<file path="config.mk">
export PLATFORM = sky130hd
export DESIGN_NAME = decimal_text_to_normalized_int_top
export DESIGN_NICKNAME = d
export VERILOG_FILES = /design/src/rtl/dtni_pkg.sv /design/src/rtl/dtni_parse.sv /design/src/rtl/dtni_ser.sv /design/src/rtl/decimal_text_to_normalized_int_top.sv
export SDC_FILE = /design/constraint.sdc
export NUM_CORES = 1
export LEC_CHECK = 0
export BUFFER_PORTS_ARGS = -buffer_cell sky130_fd_sc_hd__buf_2
export CAP_MARGIN = 20
export CORE_UTILIZATION = 52
export CTS_BUF_LIST = sky130_fd_sc_hd__clkbuf_8
export DETAILED_ROUTE_END_ITERATION = 10
export PLACE_DENSITY = 0.83
export SYNTH_ARGS = -nofsm -noshare
export SYNTH_HDL_FRONTEND = slang
export SYNTH_SLANG_ARGS = --single-unit
</file>
<file path="constraint.sdc">
create_clock -name clk -period 5.7 [get_ports clk]
set_input_delay 0.855 -clock clk [delete_from_list [all_inputs] [get_ports clk]]
set_output_delay 0.855 -clock clk [all_outputs]
set_load 0.01 [all_outputs]
</file>
<file path="src/rtl/dtni_pkg.sv">
`timescale 1ns / 1ps
package dtni_pkg;

  typedef struct packed {
    logic [7:0] char_code;
    logic       is_last;
  } in_item_t;

  typedef struct packed {
    logic [7:0] out_byte;
    logic       last_byte;
  } out_item_t;

  localparam int MSG_BYTES = 6;
  localparam int IDX_W     = 3;
  localparam int ADDR_W    = 3;

  // Message handed from the parser to the serializer.
  typedef struct packed {
    logic                        load;
    logic [IDX_W-1:0]            last_idx;
    logic [MSG_BYTES-1:0][7:0]   bytes;
  } msg_load_t;

  typedef struct packed {
    logic busy;
    logic done;
  } ser_stat_t;

  localparam logic [7:0] CH_PLUS  = 8'h2B;
  localparam logic [7:0] CH_COMMA = 8'h2C;
  localparam logic [7:0] CH_MINUS = 8'h2D;
  localparam logic [7:0] CH_POINT = 8'h2E;
  localparam logic [7:0] CH_ZERO  = 8'h30;
  localparam logic [7:0] CH_NINE  = 8'h39;

  localparam logic [31:0] LIM_3B = 32'h00FF_FFFF;
  localparam logic [31:0] LIM_2B = 32'h0000_FFFF;
  localparam logic [31:0] LIM_1B = 32'h0000_00FF;

  localparam logic [7:0] SIGN_BIT  = 8'h80;
  localparam logic [7:0] FRAC_MASK = 8'h0F;

  localparam logic [IDX_W-1:0] LAST_IDX_6 = 3'd5;
  localparam logic [IDX_W-1:0] LAST_IDX_5 = 3'd4;
  localparam logic [IDX_W-1:0] LAST_IDX_4 = 3'd3;
  localparam logic [IDX_W-1:0] LAST_IDX_3 = 3'd2;

  localparam logic REG_UNIT_TYPE = 1'b0;
  localparam logic REG_CODING    = 1'b1;

  localparam logic [7:0] CODING_RESET = 8'h80;

endpackage

</file>
<file path="src/rtl/dtni_parse.sv">
`timescale 1ns / 1ps
module dtni_parse #(
  parameter int MAX_DIGITS = 10
) (
  input  logic                 clk,
  input  logic                 rst_n,
  input  logic                 take,
  input  dtni_pkg::in_item_t   in_item,
  input  logic [7:0]           type_byte,
  output dtni_pkg::msg_load_t  msg
);
  import dtni_pkg::*;

  localparam int CNT_W = $clog2(MAX_DIGITS + 1);

  logic [31:0]      accum_r, accum_nxt;
  logic [CNT_W-1:0] digit_count_r, digit_count_nxt;
  logic [CNT_W-1:0] frac_count_r, frac_count_nxt;
  logic             neg_flag_r, neg_flag_nxt;
  logic             point_seen_r, point_seen_nxt;
  logic [3:0]       digit;
  logic [7:0]       frac8;
  logic [7:0]       byte1;

  assign digit = 4'(in_item.char_code - CH_ZERO);

  always_comb begin
    accum_nxt       = accum_r;
    digit_count_nxt = digit_count_r;
    frac_count_nxt  = frac_count_r;
    neg_flag_nxt    = neg_flag_r;
    point_seen_nxt  = point_seen_r;
    if (digit_count_r < CNT_W'(MAX_DIGITS)) begin
      case (in_item.char_code) inside
        CH_PLUS:            neg_flag_nxt = 1'b0;
        CH_MINUS:           neg_flag_nxt = 1'b1;
        CH_COMMA, CH_POINT: point_seen_nxt = 1'b1;
        [CH_ZERO:CH_NINE]: begin
          accum_nxt       = (accum_r << 3) + (accum_r << 1) + 32'(digit);
          digit_count_nxt = digit_count_r + CNT_W'(1);
          if (point_seen_r) begin
            frac_count_nxt = frac_count_r + CNT_W'(1);
          end
        end
        default: ;
      endcase
    end
  end

  // Build the message from the state after the final character.
  assign frac8 = 8'(frac_count_nxt);
  assign byte1 = (frac8 & FRAC_MASK) | (neg_flag_nxt ? SIGN_BIT : 8'h00);

  always_comb begin
    msg.load     = take && in_item.is_last;
    msg.bytes    = '0;
    msg.bytes[0] = type_byte;
    msg.bytes[1] = byte1;
    if (accum_nxt > LIM_3B) begin
      msg.last_idx = LAST_IDX_6;
      msg.bytes[2] = accum_nxt[31:24];
      msg.bytes[3] = accum_nxt[23:16];
      msg.bytes[4] = accum_nxt[15:8];
      msg.bytes[5] = accum_nxt[7:0];
    end else if (accum_nxt > LIM_2B) begin
      msg.last_idx = LAST_IDX_5;
      msg.bytes[2] = accum_nxt[23:16];
      msg.bytes[3] = accum_nxt[15:8];
      msg.bytes[4] = accum_nxt[7:0];
    end else if (accum_nxt > LIM_1B) begin
      msg.last_idx = LAST_IDX_4;
      msg.bytes[2] = accum_nxt[15:8];
      msg.bytes[3] = accum_nxt[7:0];
    end else begin
      msg.last_idx = LAST_IDX_3;
      msg.bytes[2] = accum_nxt[7:0];
    end
  end

  always_ff @(posedge clk) begin
    if (!rst_n) begin
      accum_r       <= '0;
      digit_count_r <= '0;
      frac_count_r  <= '0;
      neg_flag_r    <= 1'b0;
      point_seen_r  <= 1'b0;
    end else if (take) begin
      if (in_item.is_last) begin
        accum_r       <= '0;
        digit_count_r <= '0;
        frac_count_r  <= '0;
        neg_flag_r    <= 1'b0;
        point_seen_r  <= 1'b0;
      end else begin
        accum_r       <= accum_nxt;
        digit_count_r <= digit_count_nxt;
        frac_count_r  <= frac_count_nxt;
        neg_flag_r    <= neg_flag_nxt;
        point_seen_r  <= point_seen_nxt;
      end
    end
  end

endmodule

</file>
<file path="src/rtl/dtni_ser.sv">
`timescale 1ns / 1ps
module dtni_ser (
  input  logic                 clk,
  input  logic                 rst_n,
  input  dtni_pkg::msg_load_t  msg,
  output logic                 out_valid,
  input  logic                 out_ready,
  output dtni_pkg::out_item_t  out_data,
  output dtni_pkg::ser_stat_t  stat
);
  import dtni_pkg::*;

  logic                      busy_r;
  logic [IDX_W-1:0]          idx_r;
  logic [IDX_W-1:0]          last_idx_r;
  logic [MSG_BYTES-1:0][7:0] buf_r;
  logic                      at_last;

  assign at_last            = (idx_r == last_idx_r);
  assign out_valid          = busy_r;
  assign out_data.out_byte  = buf_r[idx_r];
  assign out_data.last_byte = at_last;
  assign stat.busy          = busy_r;
  assign stat.done          = busy_r && out_ready && at_last;

  always_ff @(posedge clk) begin
    if (!rst_n) begin
      busy_r <= 1'b0;
      idx_r  <= '0;
    end else if (msg.load) begin
      busy_r <= 1'b1;
      idx_r  <= '0;
    end else if (busy_r && out_ready) begin
      // advance, drop busy after the final byte
      if (at_last) begin
        busy_r <= 1'b0;
      end else begin
        idx_r <= idx_r + IDX_W'(1);
      end
    end
  end

  always_ff @(posedge clk) begin
    if (msg.load) begin
      buf_r      <= msg.bytes;
      last_idx_r <= msg.last_idx;
    end
  end

endmodule

</file>
<file path="src/rtl/decimal_text_to_normalized_int_top.sv">
// Decimal text to normalized integer encoder.
// Input channel (in_valid/in_ready/in_data): one character per item, with is_last
// on the final character of a number. Output channel (out_valid/out_ready/out_data):
// the encoded message, 3 to 6 bytes, last_byte set on the final byte.
// APB port: register 0 (byte address 0) unit_type, register 1 (address 4)
// coding_bits; both readable. Write only while the block is idle.
// Throughput: one character per cycle. The first message byte is shown the cycle
// after the last character is taken, then one byte per cycle while out_ready is high.
// A last character is held off while an earlier message still has bytes beyond the
// one being taken; other characters keep flowing during message output.
// The message buffer is the only output storage, so a stalled receiver holds the
// current byte steady and, in turn, stalls the next last character.
// Reset clears the parse state, drops out_valid and sets unit_type 0, coding_bits 0x80.
`timescale 1ns / 1ps
module decimal_text_to_normalized_int_top #(
  parameter int MAX_DIGITS = 10
) (
  input  logic                                 clk,
  input  logic                                 rst_n,
  input  logic                                 in_valid,
  output logic                                 in_ready,
  input  dtni_pkg::in_item_t                   in_data,
  output logic                                 out_valid,
  input  logic                                 out_ready,
  output dtni_pkg::out_item_t                  out_data,
  input  logic                                 psel,
  input  logic                                 penable,
  input  logic                                 pwrite,
  input  logic [dtni_pkg::ADDR_W-1:0]          paddr,
  input  logic [31:0]                          pwdata,
  output logic [31:0]                          prdata,
  output logic                                 pready
);
  import dtni_pkg::*;

  logic [7:0] unit_type_r;
  logic [7:0] coding_bits_r;
  logic       take;
  msg_load_t  msg;
  ser_stat_t  stat;

  assign pready   = 1'b1;
  assign in_ready = !stat.busy || stat.done || !in_data.is_last;
  assign take     = in_valid && in_ready;

  always_ff @(posedge clk) begin
    if (!rst_n) begin
      unit_type_r   <= '0;
      coding_bits_r <= CODING_RESET;
    end else if (psel && penable && pwrite) begin
      unique case (paddr[2])
        REG_UNIT_TYPE: unit_type_r   <= pwdata[7:0];
        REG_CODING:    coding_bits_r <= pwdata[7:0];
        default: ;
      endcase
    end
  end

  always_comb begin
    unique case (paddr[2])
      REG_UNIT_TYPE: prdata = 32'(unit_type_r);
      REG_CODING:    prdata = 32'(coding_bits_r);
      default:       prdata = '0;
    endcase
  end

  dtni_parse #(
    .MAX_DIGITS (MAX_DIGITS)
  ) u_parse (
    .clk       (clk),
    .rst_n     (rst_n),
    .take      (take),
    .in_item   (in_data),
    .type_byte (unit_type_r | coding_bits_r),
    .msg       (msg)
  );

  dtni_ser u_ser (
    .clk       (clk),
    .rst_n     (rst_n),
    .msg       (msg),
    .out_valid (out_valid),
    .out_ready (out_ready),
    .out_data  (out_data),
    .stat      (stat)
  );

endmodule

</file>
# ---- Word-level counts from Yosys, hierarchy flattened
# Cells that the tools add are included.
dict set report op_classes {
  n_addsub 6
  order_cmp 7
  eq_ne 8
  mux 42
  bitwise 5
  reduce_logical 25
}
# operator n
set op_table {}
lappend op_table {{$mux 32} 6}
lappend op_table {{$pmux 32 s2} 1}
lappend op_table {{$mux 4} 13}
lappend op_table {{$mux 8} 5}
lappend op_table {{$add 32x32->32} 1}
lappend op_table {{$add 32x4->32} 1}
lappend op_table {{$eq 8x6->1 const B} 4}
lappend op_table {{$gt 32x16->1 const B} 1}
lappend op_table {{$gt 32x24->1 const B} 1}
lappend op_table {{$gt 32x8->1 const B} 1}
lappend op_table {{$bmux 8 s3} 1}
lappend op_table {{$mux 24} 1}
lappend op_table {{$mux 16} 1}
lappend op_table {{$mux 1} 14}
lappend op_table {{$reduce_bool 2->1} 5}
lappend op_table {{$add 4x1->4 const B} 2}
lappend op_table {{$ge 8x6->1 const B} 1}
lappend op_table {{$le 8x6->1 const B} 1}
lappend op_table {{$or 4x8->8} 1}
lappend op_table {{$or 8x8->8} 1}
lappend op_table {{$reduce_and 2->1} 4}
lappend op_table {{$logic_and 1x1->1} 7}
lappend op_table {{$ne 2x2->1 const B} 3}
lappend op_table {{$reduce_and 6->1} 1}
lappend op_table {{other kinds (10)} 16}
dict set report word_totals {
  regBits 113
  input_bits 51
  out_inout_bits 44
  elab_cells 110
}

# ---- Longest topological paths before layout
dict set report logic_depth {
  ltp_word 11
  depth_mapped 16
  mapped_depth_nobuf 14
}

# ---- Hierarchy
# From an unflattened synthesis, not the netlist that was laid out.
dict set report hier_totals {
  cells_unflattened 960
  area_unflattened_um2 8476.9
}
# mod instances cells_per_inst area_each_um2 seq_area_each_um2
set modules_own_cells {}
lappend modules_own_cells {dtni_parse 1 726 5270.1 840.8}
lappend modules_own_cells {dtni_ser 1 125 2219.6 1611.5}
lappend modules_own_cells {decimal_text_to_normalized_int_top 1 109 987.2 320.3}

# ---- Worst setup path after synthesis
# Ideal clock, no wire load.
dict set report synth_path {
  path_kind {input to register}
  startpoint {input in_data[4] (netlist bit)}
  endpoint {register u_ser.buf_r[26] (netlist bit) (data pin)}
  setup_ns 0.255
  arrival_ns 4.004
  t_required_ns 5.445
  slack_ns 1.441
  cell_stages 15
  path_buffers 1
  cell_sequence {inv_1 > fa_1 > inv_1 > ha_1 > a21oi_1 > nor2_1 > o211a_1 > o31ai_1 > mux2i_1 > nand3b_4 > nor4_4 > and2_1 > buf_4 > o21ai_0 > a31o_1}
}
# element line
set synth_lines {}
lappend synth_lines {{from (decl)} decimal_text_to_normalized_int_top.sv:22} ;# input dtni_pkg::in_item_t in_data,
lappend synth_lines {{to (signal assigned)} dtni_ser.sv:45} ;# buf_r <= msg.bytes;
lappend synth_lines {{to (decl)} dtni_ser.sv:16} ;# logic [MSG_BYTES-1:0][7:0] buf_r;

==> metrics.csv <==
metric,value,unit
Tmin final,4749,ps
R2R cell count,14,
routed len/inst,16.83,µm
PD cells,166.9,nW/µm²
relative slew slack,42.51,%
Clock Skew,8.803,ps
nets@finish,1049,
dpl ws,608.0,ps
Crit Path Class,in -> reg,
Pins Over Slew Limit,0,
vias per std cell,6.031,
Die Ht,127.3,µm
startpoint types,input port,
number of synthesis warnings,0,
vias in the first global route,6368,
ys async rst share,0,%
# hold bufs at CTS,0,
Routed Antenna Nets,0,
Detailed Place HPWL,14550,µm
clock root cell,clkbuf_8,
Ports,95,
Area Growth Syn to Fin,5.245,%
Post-Syn Area,8159,µm²
RSZ-0062 raised after global routing,false,
Synth Area in Adders,9.845,%
# resized after CTS,0,
status,completed,
"Seq/Total Area, Yosys",32.88,%
prevailing post-synth register cell,dfxtp_1,
GRT busiest layer,met2,
GRT Util Overall,24.57,%
Psw,352.3,µW
Synth Area in Simple Gates,20.47,%
Synth cell types,88,
Worst Setup EP,u_ser.buf_r[26]$_DFFE_PP_,
port buffer count,43,
starting density of the core,53.47,%
Fin Setup TNS,0,ps
Max IR drop VDD,0.1794,mV
Pleak,0.003587,µW
met2 Track Usage GR,39.47,%
number of diodes,0,
Core Area,15260,µm²
CP arrival,4890,ps
setup slack after layout,950.9,ps
WL final,19370,µm
total die area,16200,µm²
Synth Area in Compound Gates,21.15,%
power share of the combinational group,8.0,%
Tot Pwr,1433,µW
Final Hold Fails,0,
Post-synth EDFFs,48,
crit share post-route,83.32,%
"Reg clk slew, reported paths",100,ps
largest net degree at the start of global routing,58,
final setup violation count,0,
largest family of logic cells by synthesized area,compound AO/OA/AOI/OAI gates,
post-synthesis mux area share,6.425,%
gr ovfl total,0,
initial detailed-routing violation count,674,
Reg power frac,58.8,%
peak fanout along the critical path,10,
fraction of layout cells with a size suffix above 1,12.66,%
FMAX,210.6,MHz
Slew @ Worst Pin,862.4,ps
number of synthesized register bits,110,
Area contributors post-synth,"edfxtp_1, dfxtp_1, ha_1",
HP Class,reg -> reg,
Synth Instances,926,
CP startpoint,in_data[4],
Worst R2R End,u_ser.buf_r[26]$_DFFE_PP_,
Fin Hold WS,485.6,ps
power share of the clock group,33.2,%
flop2flop setup slack,1150,ps
Max Cap Viol,0,
worst flop-to-flop path startpoint,u_parse.accum_r[0]$_SDFFE_PN0P_,
Synth Area in XOR/XNOR,2.362,%
Pint,1081,µW
clk buf depth,2,
initial antenna violation count,0,
CTS tree,yes,
met1 Use GR,34.01,%
met3 usage,4.104,%
share of the synthesized area in the top cell type,17.67,%
Net Sw Frac,24.59,%
post-synth top area cell,edfxtp_1,
Crit. End Element,flop,
global-route wire length before repair,31880,µm
worst path required time,5840,ps
clk_lat worst skew,380,ps
setup bufs post-CTS,0,
Vias,6942,
Mapped Avg Cell Area,8.811,µm²
final design utilization,56.28,%
DRT Pass-1 Iters,5,
clock buffer count from CTS,9,
CTS H-tree lvls,3,
die width,127.3,µm
Post-route DRC,0,
clk sink count,110,
GP Congestion,0.8729,
row count,45,
==> state kept, by name, summed over array words and instances, names as in the netlist <==
register,flops
u_parse.neg_flag_r,1
u_ser.out_valid,1
u_parse.digit_count_r,4
coding_bits_r,8
u_ser.last_idx_r,3
u_parse.frac_count_r,4
u_parse.point_seen_r,1
u_parse.accum_r,32
u_ser.idx_r,3
u_ser.buf_r,45
unit_type_r,8
==> cells in the mapped netlist, drive strengths merged (6+ instances only) <==
cell type,count
nand4,14
mux2,9
xor2,8
a21o,11
a31oi,10
a21oi,54
nor2b,26
o211ai,6
o31ai,6
o21ai,49
nand3,25
or2,11
o22ai,8
nand2,94
nor2,68
ha,61
nand2b,6
edfxtp,48
buf,50
a22oi,14
clkbuf,32
a211oi,8
inv,28
or3,9
and2,23
a21boi,27
o21a,10
xnor2,14
dfxtp,62
mux2i,31
nor3,28
==> how the worst min path moves through the flow <==
stage | from | endpoint | slack (ps) | depth (start not counted)
4_1_cts | coding_bits_r[2]$_SDFFE_PN0P_ | coding_bits_r[2]$_SDFFE_PN0P_ | 490 | 2
6_report | coding_bits_r[2]$_SDFFE_PN0P_ | coding_bits_r[2]$_SDFFE_PN0P_ | 490 | 2
2_1_floorplan | u_parse.digit_count_r[3]$_SDFFE_PN0P_ | u_parse.digit_count_r[3]$_SDFFE_PN0P_ | 440 | 2
3_5_place_dp | coding_bits_r[2]$_SDFFE_PN0P_ | coding_bits_r[2]$_SDFFE_PN0P_ | 470 | 2
3_3_place_gp | u_parse.point_seen_r$_SDFFE_PN0P_ | u_parse.point_seen_r$_SDFFE_PN0P_ | 450 | 2
5_1_grt | unit_type_r[1]$_SDFFE_PN0P_ | unit_type_r[1]$_SDFFE_PN0P_ | 500 | 2
==> layer usage <==
metal	share of wire [%]	up-vias
li1	-	3338
met1	45	3318
met2	46	258
met3	6.7	28
met4	1.8	0
met5	0	-
==> cell type report <==
cell class / instances / area (µm²)
fillers: 1337 / 6671
multi-input cells: 729 / 5017
flip-flops and latches: 110 / 2683
repair buffers: 57 / 320.3
well taps: 211 / 264.0
clock buffers: 9 / 123.9
inverters: 28 / 105.1
clock inverters: 7 / 73.82
==> cell usage in the layout (no fill, tap or decap), drive strengths merged, types with 25 or more instances in the layout <==
| master | instances |
|---|---|
| nand2 | 94 |
| nor2 | 68 |
| dfxtp | 62 |
| ha | 61 |
| buf | 57 |
| a21oi | 54 |
| o21ai | 49 |
| edfxtp | 48 |
| mux2i | 31 |
| inv | 29 |
| nor3 | 28 |
| a21boi | 27 |
| nor2b | 26 |
| conb | 25 |
| nand3 | 25 |
==> power groups by stage <==
stage | clock network [µW] | logic (µW) | registers (µW)
2_1_floorplan | 0 | 89.8 | 860
3_3_place_gp | 0 | 110 | 860
3_5_place_dp | 0 | 113 | 861
4_1_cts | 479 | 113 | 843
5_1_grt | 518 | 125 | 845
6_report | 475 | 115 | 843
==> logic make-up (layout without fill, tap and decap cells) <==
| kind of cell | after synthesis | count (layout) |
|---|---|---|
| buffers and inverters | 110 | 101 |
| other | 2 | 25 |
| and+or+nand+nor | 327 | 327 |
| muxes | 45 | 45 |
| AOI/OAI and AO/OA | 247 | 247 |
| xor gates and xnor gates | 22 | 22 |
| adders and majority gates | 63 | 63 |
| DFF | 110 | 110 |
==> metrics by stage <==
stage / cell area (µm²) / instances
floorplan: 8245 / 949
global placement: 8382 / 1134
detailed placement: 8382 / 1134
CTS: 8579 / 1150
global route: 8587 / 1151
finish: 8587 / 1151
==> critical path: stages <==
cell      delay, ps
buf_2            90
inv_1            60
fa_1            600
inv_1            60
ha_1            280
a21oi_1         250
nor2_1          110
o211a_1         280
o31ai_1         460
mux2i_1         390
nand3b_4        120
nor4_4          390
and2_1          490
o21ai_0         190
a31o_1          250
Power figures use the tool's default switching activity.
